File: src/hdl/obm_pkg.sv
// Package for the order book matcher: codes, widths and shared types.
// Used by obm_ctrl, obm_datapath and order_book_matcher_top.
package obm_pkg;
	localparam int BookDepthDefault  = 64;
	localparam int StockCountDefault = 5;

	localparam logic [1:0] OP_BUY    = 2'd0;
	localparam logic [1:0] OP_SELL   = 2'd1;
	localparam logic [1:0] OP_CANCEL = 2'd2;
	localparam logic [1:0] OP_UNUSED = 2'd3;

	localparam logic [1:0] ST_DONE     = 2'd0;
	localparam logic [1:0] ST_DROPPED  = 2'd1;
	localparam logic [1:0] ST_NOTFOUND = 2'd2;

	// controller -> datapath commands
	typedef struct packed {
		logic load;       // capture input word
		logic scan_start; // clear scan best / index
		logic scan_step;  // read one entry
		logic trade;      // apply fill to best entry
		logic rest;       // write residual into free slot
		logic cancel;     // invalidate cancel hit
		logic finish;     // load output register
	} obm_cmd_t;

	// datapath -> controller status
	typedef struct packed {
		logic scan_last;  // current step is the last entry
		logic found;      // a best/hit entry exists
		logic free_found; // a free slot exists
		logic qty_zero;   // working quantity is zero
		logic bad_stock;  // instrument out of range
		logic [1:0] op;
	} obm_stat_t;
endpackage

File: src/hdl/obm_ctrl.sv
// Controller of the order book matcher: sequences scan, trade, rest and
// cancel steps and runs the in/out handshake. Depends on obm_pkg.
module obm_ctrl (
	input  logic               clk,
	input  logic               arst_n,
	input  logic               in_valid,
	output logic               in_stall,
	output logic               out_valid,
	input  logic               out_stall,
	output obm_pkg::obm_cmd_t  cmd,
	input  obm_pkg::obm_stat_t stat
);
	import obm_pkg::*;

	localparam logic [2:0] S_IDLE  = 3'd0;
	localparam logic [2:0] S_START = 3'd1;
	localparam logic [2:0] S_SCAN  = 3'd2;
	localparam logic [2:0] S_DEC   = 3'd3;
	localparam logic [2:0] S_FIN   = 3'd4;
	localparam logic [2:0] S_LAST  = 3'd5;

	logic [2:0] state_q;
	logic       out_valid_q;
	logic       take;

	// one word in flight; accept when idle and the result slot is free or draining
	assign in_stall  = (state_q != S_IDLE) || (out_valid_q && out_stall);
	assign take      = in_valid && !in_stall;
	assign out_valid = out_valid_q;

	always_comb begin
		cmd            = '0;
		cmd.load       = take;
		cmd.scan_start = (state_q == S_START);
		cmd.scan_step  = (state_q == S_SCAN);
		cmd.finish     = (state_q == S_FIN);
		if (state_q == S_DEC) begin
			if (stat.op == OP_CANCEL) cmd.cancel = stat.found;
			else if (stat.found && !stat.qty_zero) cmd.trade = 1'b1;
			else if (!stat.qty_zero && stat.free_found) cmd.rest = 1'b1;
		end
	end

	always_ff @(posedge clk or negedge arst_n) begin
		if (!arst_n) begin
			state_q     <= S_IDLE;
			out_valid_q <= 1'b0;
		end else begin
			if (out_valid_q && !out_stall) out_valid_q <= 1'b0;
			unique case (state_q)
				S_IDLE: if (take) state_q <= S_START;
				S_START: begin
					if ((stat.op == OP_BUY || stat.op == OP_SELL) &&
						(stat.bad_stock || stat.qty_zero))
						state_q <= S_FIN;
					else if (stat.op == OP_CANCEL || stat.op == OP_BUY ||
						stat.op == OP_SELL)
						state_q <= S_SCAN;
					else
						state_q <= S_FIN;
				end
				S_SCAN: if (stat.scan_last) state_q <= S_LAST;
				// last entry read is evaluated here
				S_LAST: state_q <= S_DEC;
				S_DEC: begin
					if (stat.op != OP_CANCEL && stat.found && !stat.qty_zero)
						state_q <= S_START;
					else
						state_q <= S_FIN;
				end
				S_FIN: begin
					state_q     <= S_IDLE;
					out_valid_q <= 1'b1;
				end
				default: state_q <= S_IDLE;
			endcase
		end
	end

	assert property (@(posedge clk) disable iff (!arst_n)
		take |=> (state_q == S_START))
		else $error("accepted word did not start");
	assert property (@(posedge clk) disable iff (!arst_n)
		(state_q == S_FIN) |=> out_valid_q)
		else $error("result lost");
	assert property (@(posedge clk) disable iff (!arst_n)
		$onehot0({cmd.trade, cmd.rest, cmd.cancel}))
		else $error("conflicting book updates");
endmodule

File: config.mk
export PLATFORM = sky130hd
export DESIGN_NAME = obm_ctrl
export DESIGN_NICKNAME = d
export VERILOG_FILES = /design/src/hdl/obm_pkg.sv /design/src/hdl/obm_ctrl.sv
export SDC_FILE = /design/constraint.sdc
export NUM_CORES = 1
export LEC_CHECK = 0
export BUFFER_PORTS_ARGS = -buffer_cell sky130_fd_sc_hd__buf_4
export CELL_PAD_IN_SITES_DETAIL_PLACEMENT = 0
export CELL_PAD_IN_SITES_GLOBAL_PLACEMENT = 1
export CORE_AREA = 5 5 42 44
export CTS_CLUSTER_DIAMETER = 30
export DETAILED_ROUTE_END_ITERATION = 12
export DIE_AREA = 0 0 47 49
export GPL_TIMING_DRIVEN = 0
export PLACE_DENSITY_LB_ADDON = 0.08
export SYNTH_ARGS = -nofsm -noshare
export SYNTH_HDL_FRONTEND = slang
export SYNTH_SLANG_ARGS = --single-unit
export TNS_END_PERCENT = 100
File: constraint.sdc
create_clock -name clk -period 2.9 [get_ports clk]
set_input_delay 0.435 -clock clk [delete_from_list [all_inputs] [get_ports clk]]
set_output_delay 0.435 -clock clk [all_outputs]
set_load 0.005 [all_outputs]
==> run metrics, run 1 <==
Worst Skew=0.000153 ns; Worst Min Path Start=out_stall; status=complete, no violations; # rows=14; cell accounting for the most synthesized area=dfrtp_1; most frequent cells in the layout=buf_4, nand2_1, nor2_1, dfrtp_1; antenna viol nets, final=0; Worst-Skew Late Latency=0.23 ns; drt pass-1 iters=4; placed cell area=473 um2; pin count of the biggest net entering global routing=10; Synth Flop Type=dfrtp_1; setup TNS=0 ns; Core ar.=1400 um2; CP max-delay cell=nor4_1; Post-synth EDFFs=0; simple logic cell fraction of the synthesized area=42.3%; vias post-DR=367; Buffers on Ports=19; Initial DRC Count=13; Post-Synth XOR/XNOR Area=2.82%; # DRC=0; worst slack at placement=1.11 ns; critical path class=reg2out; P per Cell Area=885 nW/um2; highest metal layer with signal wires=met4; Max clock buf depth=2; CP arrival=1.59 ns; commonest non-fill, non-tap cell in the layout=buf_4; slowest stage delay, CP=0.40 ns; fin crit share=69.8%; die width=47 um; initial antenna violation count=0; Synthesized Nets=49; nets=74; Yosys cell types=19; Root Buffer=clkbuf_4; Placer Congestion=0.704; top cells by area, synth=dfrtp_1, nand2_1, nor2b_1; Ports=20; gr ovfl total=0; endpoints failing hold=0; worst hold path type=in2reg; ratio of cells with drive above 1 in the final layout=41.0%; clock tree from TritonCTS=yes; Bufs and invs on worst path=2; Peak VDD IR=219 uV; number of global-route vias before repair=376; CP startpoint=state_q[2]; multiplexer area fraction after synthesis=0%; routed wl met2=486 um; clk sinks=4; Synth async-reset ratio=100%; RSZ-0062 raised after global routing=false; Reg clk slew, reported paths=0.04 ns; Slew HR=71.6%; clock share of power=15.0%; mapped cell area=310 um2; worst hold stages=2; worst path required time=2.47 ns; Final Max Slew Viols=0; Net Sw Frac=38.0%; P_sw=0.000170 W; wire per inst=12.3 um; crit path max fanout=9; sequential share of power=22.9%; cell chain of the critical path=clkbuf_1, nand2b_1, nor4_1, buf_4; largest family of logic cells by synthesized area=simple AND/OR/NAND/NOR gates; first-pass GRT wire length=1540 um; Pleak=0.248 nW; met3 wire length=99 um; Routed WL=948 um; Compound-Gate Fraction of Synth Area=16.5%; M1 WL=353 um; CP top delay family=simple AND/OR/NAND/NOR gates; die height=49 um; cells on worst reg2reg path=3; YS warnings=0; R2R Path End=state_q[2]; final instance area=505 um2; Final Worst Setup Slack=0.877 ns; FMAX=0.494 GHz; Hold EP=out_valid; final setup fails=0; Comb power frac=62.1%; Min Clock Period, post-route=2.02 ns; Adder-Cell Fraction of Synth Area=0%; area share of the largest cell type after synthesis=32.3%; number of antenna diodes=0; GRT Util Overall=9.53%; Starting Density=22.1%; max-cap violation count=0; vias per cell=4.77; die footprint=2300 um2; endpoint type of the worst setup path=primary output; Crit Reg-Reg Startpoint=state_q[1]; internal power=0.000277 W; type of origin of the critical path=flop; Least-Margin Pin Slew=0.423 ns; Cells after Synth=38; r2r setup slk=1.36 ns; H-tree depth=1; synth-to-layout area growth=62.9%; CTS buffer count=3; Avg Inst Size Synth=8.17 um2; sequential area share after synthesis=32.3%; Synth Register Bits=4
[synth_stat cells, drive strengths merged (2+ instances only)]
cell type and n:
buf 2, dfrtp 4, nand2b 3, nand2 6
o2bb2ai 2, nor2 4, nor2b 3, nor4 2
nor3 3
[registers in the layout (all words and copies together), names as in the netlist]
| signal | cells |
|---|---|
| state_q | 3 |
| out_valid | 1 |
[power by group through the flow]
| stage | Sequential, W | Combinational (W) | Clock (W) |
|---|---|---|---|
| 2_1_floorplan | 0.0000978 | 0.000176 | 0 |
| 3_3_place_gp | 0.000103 | 0.000283 | 0 |
| 3_5_place_dp | 0.000103 | 0.000281 | 0 |
| 4_1_cts | 0.000103 | 0.000283 | 0.0000718 |
| 5_1_grt | 0.000106 | 0.000306 | 0.0000741 |
| 6_report | 0.000102 | 0.000278 | 0.0000670 |
[worst max-delay path by stage]
stage                     endpoint  cells past startpoint
after floorplan             cmd[6]                      4
after global placement      cmd[3]                      4
after detailed placement    cmd[6]                      5
after CTS                   cmd[3]                      4
after global routing        cmd[6]                      5
final                       cmd[3]                      4
[cells by family (layout without fill, tap and decap cells)]
group	count (synthesis)	after routing
AO/OA/AOI/OAI	6	6
flip-flops	4	4
XOR/XNOR	1	1
buffers and inverters	3	26
AND/OR/NAND/NOR	24	24
[area by class of cell]
cell class / count / area, um2
multi-input combinational: 31 / 191
buffer: 3 / 18.8
tap: 16 / 20.0
clock buffer: 3 / 22.5
sequential: 4 / 100
timing repair buffer: 20 / 153
fill: 154 / 896
[routing by layer]
| layer | vias up | global-route usage [%] |
|---|---|---|
| li1 | 181 | - |
| met1 | 169 | 9.51 |
| met2 | 15 | 14.9 |
| met3 | 2 | 2.95 |
| met4 | 0 | 8.29 |
| met5 | - | 0 |
[stage by stage]
stage               utilization [%]  instances  hold WS, ns  power (W)
floorplan                         -         38        0.139   0.000274
global placement               33.8         73        0.234   0.000386
detailed placement             33.8         73        0.233   0.000384
CTS                            36.1         77        0.406   0.000458
global route                   36.1         77        0.412   0.000486
finish                         36.1         77        0.414   0.000447
[timing repair]
item	CTS	global route
endpoints found under the hold margin	4	0
resized for setup	0	0
buffers inserted	0	0
hold buffers	1	0
Power figures use the tool's default switching activity.
==> run 2: changes to the inputs <==
--- a/config.mk
+++ b/config.mk
@@ -8,10 +8,10 @@
 export BUFFER_PORTS_ARGS = -buffer_cell sky130_fd_sc_hd__buf_4
 export CELL_PAD_IN_SITES_DETAIL_PLACEMENT = 0
 export CELL_PAD_IN_SITES_GLOBAL_PLACEMENT = 1
-export CORE_AREA = 5 5 42 44
+export CORE_MARGIN = 5
+export CORE_UTILIZATION = 23
 export CTS_CLUSTER_DIAMETER = 30
 export DETAILED_ROUTE_END_ITERATION = 12
-export DIE_AREA = 0 0 47 49
 export GPL_TIMING_DRIVEN = 0
 export PLACE_DENSITY_LB_ADDON = 0.08
 export SYNTH_ARGS = -nofsm -noshare
==> constraint.sdc (replaced) <==
create_clock -name clk -period 1.7 [get_ports clk]
set_input_delay 0.255 -clock clk [delete_from_list [all_inputs] [get_ports clk]]
set_output_delay 0.255 -clock clk [all_outputs]
set_load 0.005 [all_outputs]
==> run 2 against run 1 <==
  * Total power increased by 90%
  * Sequential share of layout area decreased by 1.2 points
  * Non-clock buffer count increased by 1
  * Global-route usage increased by 1.1 points
  * Critical path type unchanged
  * Wire length increased by 3.7%
  * Register-to-register slack got worse by 1.3 ns
==> run metrics, run 2 (synthesized netlist as in run 1, its figures left out) <==
Root Buffer=clkbuf_4; # rows=13; ratio of cells with drive above 1 in the final layout=51.6%; Final HPWL DP=763 um; Core ar.=1280 um2; cell chain of the critical path=nand2b_1, nor4_4, buf_4; GRT Util Overall=10.6%; worst hold path type=in2reg; placed cell area=472 um2; fin crit share=95.5%; max-cap violation count=0; slowest stage delay, CP=0.46 ns; Initial DRC Count=2; Hold Slack=0.247 ns; Slew HR=67.8%; CP arrival=1.37 ns; number of global-route vias before repair=380; clock tree from TritonCTS=yes; die height=46.7 um; Placer Congestion=0.750; Routed WL=983 um; final setup fails=0; drt pass-1 iters=4; first-pass GRT wire length=1590 um; critical path class=reg2out; # fillers=134; die width=46.7 um; clk sinks=4; synth-to-layout area growth=77.8%; final instance area=552 um2; # DRC=0; antenna viol nets, final=0; Worst-Skew Late Latency=0.23 ns; FMAX=0.616 GHz; multi-input logic area=225 um2; H-tree depth=1; Peak VDD IR=417 uV; vias post-DR=370; register area=103 um2; die footprint=2180 um2; RSZ-0062 raised after global routing=false; status=complete, no violations; Buffers on Ports=19; Least-Margin Pin Slew=0.482 ns; Starting Density=24.1%; crit path max fanout=6; type of origin of the critical path=flop; endpoints failing hold=0; Ports=20; pin count of the biggest net entering global routing=10; CP max-delay cell=dfrtp_2; Worst Skew=0.000339 ns; nets=75; Top reg by flops=state_q; gr ovfl total=0; CTS buffer count=3; commonest non-fill, non-tap cell in the layout=buf_4; Final Max Slew Viols=0; worst path required time=1.44 ns; Min Clock Period, post-route=1.62 ns; initial antenna violation count=0; endpoint type of the worst setup path=primary output; max FFs per register=3; most frequent cells in the layout=buf_4, nand2_1, nor2_1, clkbuf_4; Pleak=0.262 nW; vias per cell=4.81; setup TNS=0 ns; Max clock buf depth=2; wire per inst=12.8 um; number of antenna diodes=0; P per Cell Area=1540 nW/um2; Reg clk slew, reported paths=0.04 ns
==> run 2: cell count changes in the layout (fill, tap and decap cells not counted), sizes merged <==
cell and change:
clkbuf -1, buf +2
==> run 2: worst paths after layout <==
path	startpoint	end	slack, ns	cells after the start
setup / recovery	state_q[2]	cmd[3]	0.08	3
hold / removal	out_stall	out_valid	0.25	2
setup reg to reg	state_q[2]	state_q[2]	0.11	3
hold reg to reg	out_valid	out_valid	0.53	1
max in group asynchronous	arst_n	state_q[1]	1.24	2
min in group asynchronous	arst_n	state_q[0]	0.35	2
==> run 2: area by class of cell <==
class / instances / share of cell area (%)
timing repair buffer: 22 / 30.4
multi-input combinational: 31 / 40.8
tap: 15 / 3.40
buffer: 2 / 2.72
clock buffer: 3 / 4.08
sequential: 4 / 18.6
==> run 2: critical path: cells and delay by family, from the launching register on <==
family,cells,cell delay (ns)
DFF,1,0.46
buffers and inverters,1,0.16
and+or+nand+nor,2,0.52
==> run 2: metal layers <==
| layer | track usage (%) | wire length, um | vias up |
|---|---|---|---|
| met5 | 0 | 0 | - |
| met4 | 9.39 | 10 | 0 |
| met3 | 4.21 | 67 | 2 |
| met2 | 17.0 | 535 | 11 |
| met1 | 10.6 | 368 | 170 |
| li1 | - | - | 187 |
==> run 2: power by group <==
part	total (W)	switching [W]	internal [W]	leakage, nW
Sequential	0.000210	0.0000656	0.000145	0.0484
Clock	0.000115	0.0000366	0.0000788	0.0138
Combinational	0.000525	0.000227	0.000298	0.200
==> run 2: repair_timing <==
| item | 4_1_cts | 5_1_grt |
|---|---|---|
| setup endpoints to repair | 2 | 3 |
| endpoints found under the hold margin | 4 | 0 |
| hold buffers | 1 | 0 |
| buffers inserted | 0 | 2 |
| resized for setup | 3 | 6 |
==> run 2: stage by stage <==
stage	setup WS [ns]	utilization [%]	power (W)	cells
floorplan	0.298	-	0.000467	38
global placement	0.0775	36.7	0.000642	72
detailed placement	0.104	36.7	0.000648	72
CTS	-0.0192	40.2	0.000785	76
global route	0.0127	42.9	0.000921	77
finish	0.0758	42.9	0.000851	77
==> run 3: changes to the inputs <==
--- a/config.mk
+++ b/config.mk
@@ -7,9 +7,9 @@
 export LEC_CHECK = 0
 export BUFFER_PORTS_ARGS = -buffer_cell sky130_fd_sc_hd__buf_4
 export CELL_PAD_IN_SITES_DETAIL_PLACEMENT = 0
-export CELL_PAD_IN_SITES_GLOBAL_PLACEMENT = 1
+export CELL_PAD_IN_SITES_GLOBAL_PLACEMENT = 2
 export CORE_MARGIN = 5
-export CORE_UTILIZATION = 23
+export CORE_UTILIZATION = 17
 export CTS_CLUSTER_DIAMETER = 30
 export DETAILED_ROUTE_END_ITERATION = 12
 export GPL_TIMING_DRIVEN = 0
==> run 3 against run 2 <==
  * Combinational power decreased by 8.2%
  * Non-clock buffer count is 1 lower
  * Global-route usage is 2.2 points lower
  * Clock skew rose by 0.0051 ns
  * Flip-flop and latch count did not move
  * First-iteration DRC count increased to 5.0 times the previous value
  * Core utilization down 11 points
==> run metrics, run 3 (synthesized netlist as in run 1, its figures left out) <==
status=complete, no violations; # fillers=194; P per Cell Area=1480 nW/um2; initial antenna violation count=0; worst hold path type=in2reg; Buffers on Ports=19; Max clock buf depth=2; endpoint type of the worst setup path=primary output; final instance area=549 um2; antenna viol nets, final=0; RSZ-0062 raised after global routing=true; routed wl met2=427 um; Slew HR=66.7%; vias post-DR=365; final setup fails=0; vias per cell=4.24; number of antenna diodes=0; die footprint=2780 um2; Final Max Slew Viols=0; worst slack at placement=0.0762 ns; wire per inst=11.7 um; gr ovfl total=0; slowest stage delay, CP=0.47 ns; pin count of the biggest net entering global routing=10; synth-to-layout area growth=77.0%; clk sinks=4; CP max-delay cell=dfrtp_2; endpoints failing hold=0; register area=103 um2; M1 WL=467 um; GRT Util Overall=8.39%; Bufs and invs on worst path=1; max FFs per register=3; ratio of cells with drive above 1 in the final layout=49.2%; commonest non-fill, non-tap cell in the layout=buf_4; Least-Margin Pin Slew=0.499 ns; Root Buffer=clkbuf_4; Peak VDD IR=494 uV; # rows=15; cell chain of the critical path=nand2b_1, nor4_4, buf_4; most frequent cells in the layout=buf_4, nand2_1, nor2_1, nor2b_1, clkbuf_4; Placer Congestion=0.617; Hold Slack=0.228 ns; Pleak=0.255 nW; Pwr Total=0.000813 W; number of global-route vias before repair=389; Routed WL=1000 um; CP top delay family=simple AND/OR/NAND/NOR gates; die width=52.7 um; Min Clock Period, post-route=1.66 ns; FMAX=0.604 GHz; Final HPWL DP=794 um; max-cap violation count=0; Worst Min Path Start=out_stall; met3 wire length=106 um; Worst Skew=0.00543 ns; CP startpoint=state_q[2]; drt pass-1 iters=4; multi-input logic area=218 um2; fin crit share=97.4%; highest metal layer with signal wires=met3; # DRC=0; crit path max fanout=9; Initial DRC Count=10; Ports=20; Reg clk slew, reported paths=0.04 ns; H-tree depth=1; first-pass GRT wire length=1680 um; CP arrival=1.40 ns; Starting Density=18.0%; Core ar.=1730 um2; nets=74; die height=52.7 um; critical path class=reg2out; Final Worst Setup Slack=0.0434 ns; placed cell area=484 um2; worst path required time=1.44 ns; CTS buffer count=3; type of origin of the critical path=flop; Top reg by flops=state_q; clock tree from TritonCTS=yes; Crit Reg-Reg Startpoint=state_q[1]; Worst-Skew Late Latency=0.23 ns
-- run 3: cell count changes in the layout (fill, tap and decap cells not counted), sizes merged --
cell	change
buf	-1
-- run 3: layout make-up --
class | count | area share [%]
well taps | 25 | 5.69
multi-input cells | 31 | 39.6
flip-flops and latches | 4 | 18.7
plain buffers | 2 | 2.73
repair buffers | 21 | 29.2
clock buffers | 3 | 4.10
-- run 3: through the flow --
step | util, % | TNS, ns | cells
floorplan | - | 0 | 38
global placement | 28.0 | 0 | 82
detailed placement | 28.0 | 0 | 82
CTS | 30.8 | 0 | 86
global route | 31.8 | -0.0891 | 86
finish | 31.8 | 0 | 86
-- run 3: layer usage --
layer	up-vias	global-route usage, %
met5	-	0
met4	0	5.11
met3	0	3.70
met2	19	11.6
met1	159	10.5
li1	187	-
-- run 3: power breakdown --
part           switching, W  internal [W]
Combinational      0.000215      0.000267
Sequential        0.0000690      0.000144
Clock             0.0000386     0.0000790
Total              0.000323      0.000490
-- run 3: timing repair --
item | CTS | global route
pin swaps | 1 | 0
hold buffers | 1 | 0
gates resized for setup | 2 | 4
endpoints found under the hold margin | 4 | 0
gates cloned | 0 | 0
buffers inserted | 1 | 0
setup endpoints to repair | 3 | 3
-- run 3: worst paths after layout --
| kind | end | slack, ns | depth (start not counted) |
|---|---|---|---|
| max in group asynchronous | state_q[1] | 1.23 | 2 |
| min in group asynchronous | state_q[0] | 0.35 | 2 |
| min reg2reg | out_valid | 0.51 | 1 |
| min | out_valid | 0.23 | 2 |
| max reg2reg | state_q[2] | 0.15 | 3 |
| max | cmd[3] | 0.04 | 3 |
-- run 3: worst register-to-register path, stage by stage (launching register included) --
cell and delay (ns):
dfrtp_2 0.46, nand2b_4 0.17, or4_1 0.49, a222oi_1 0.30
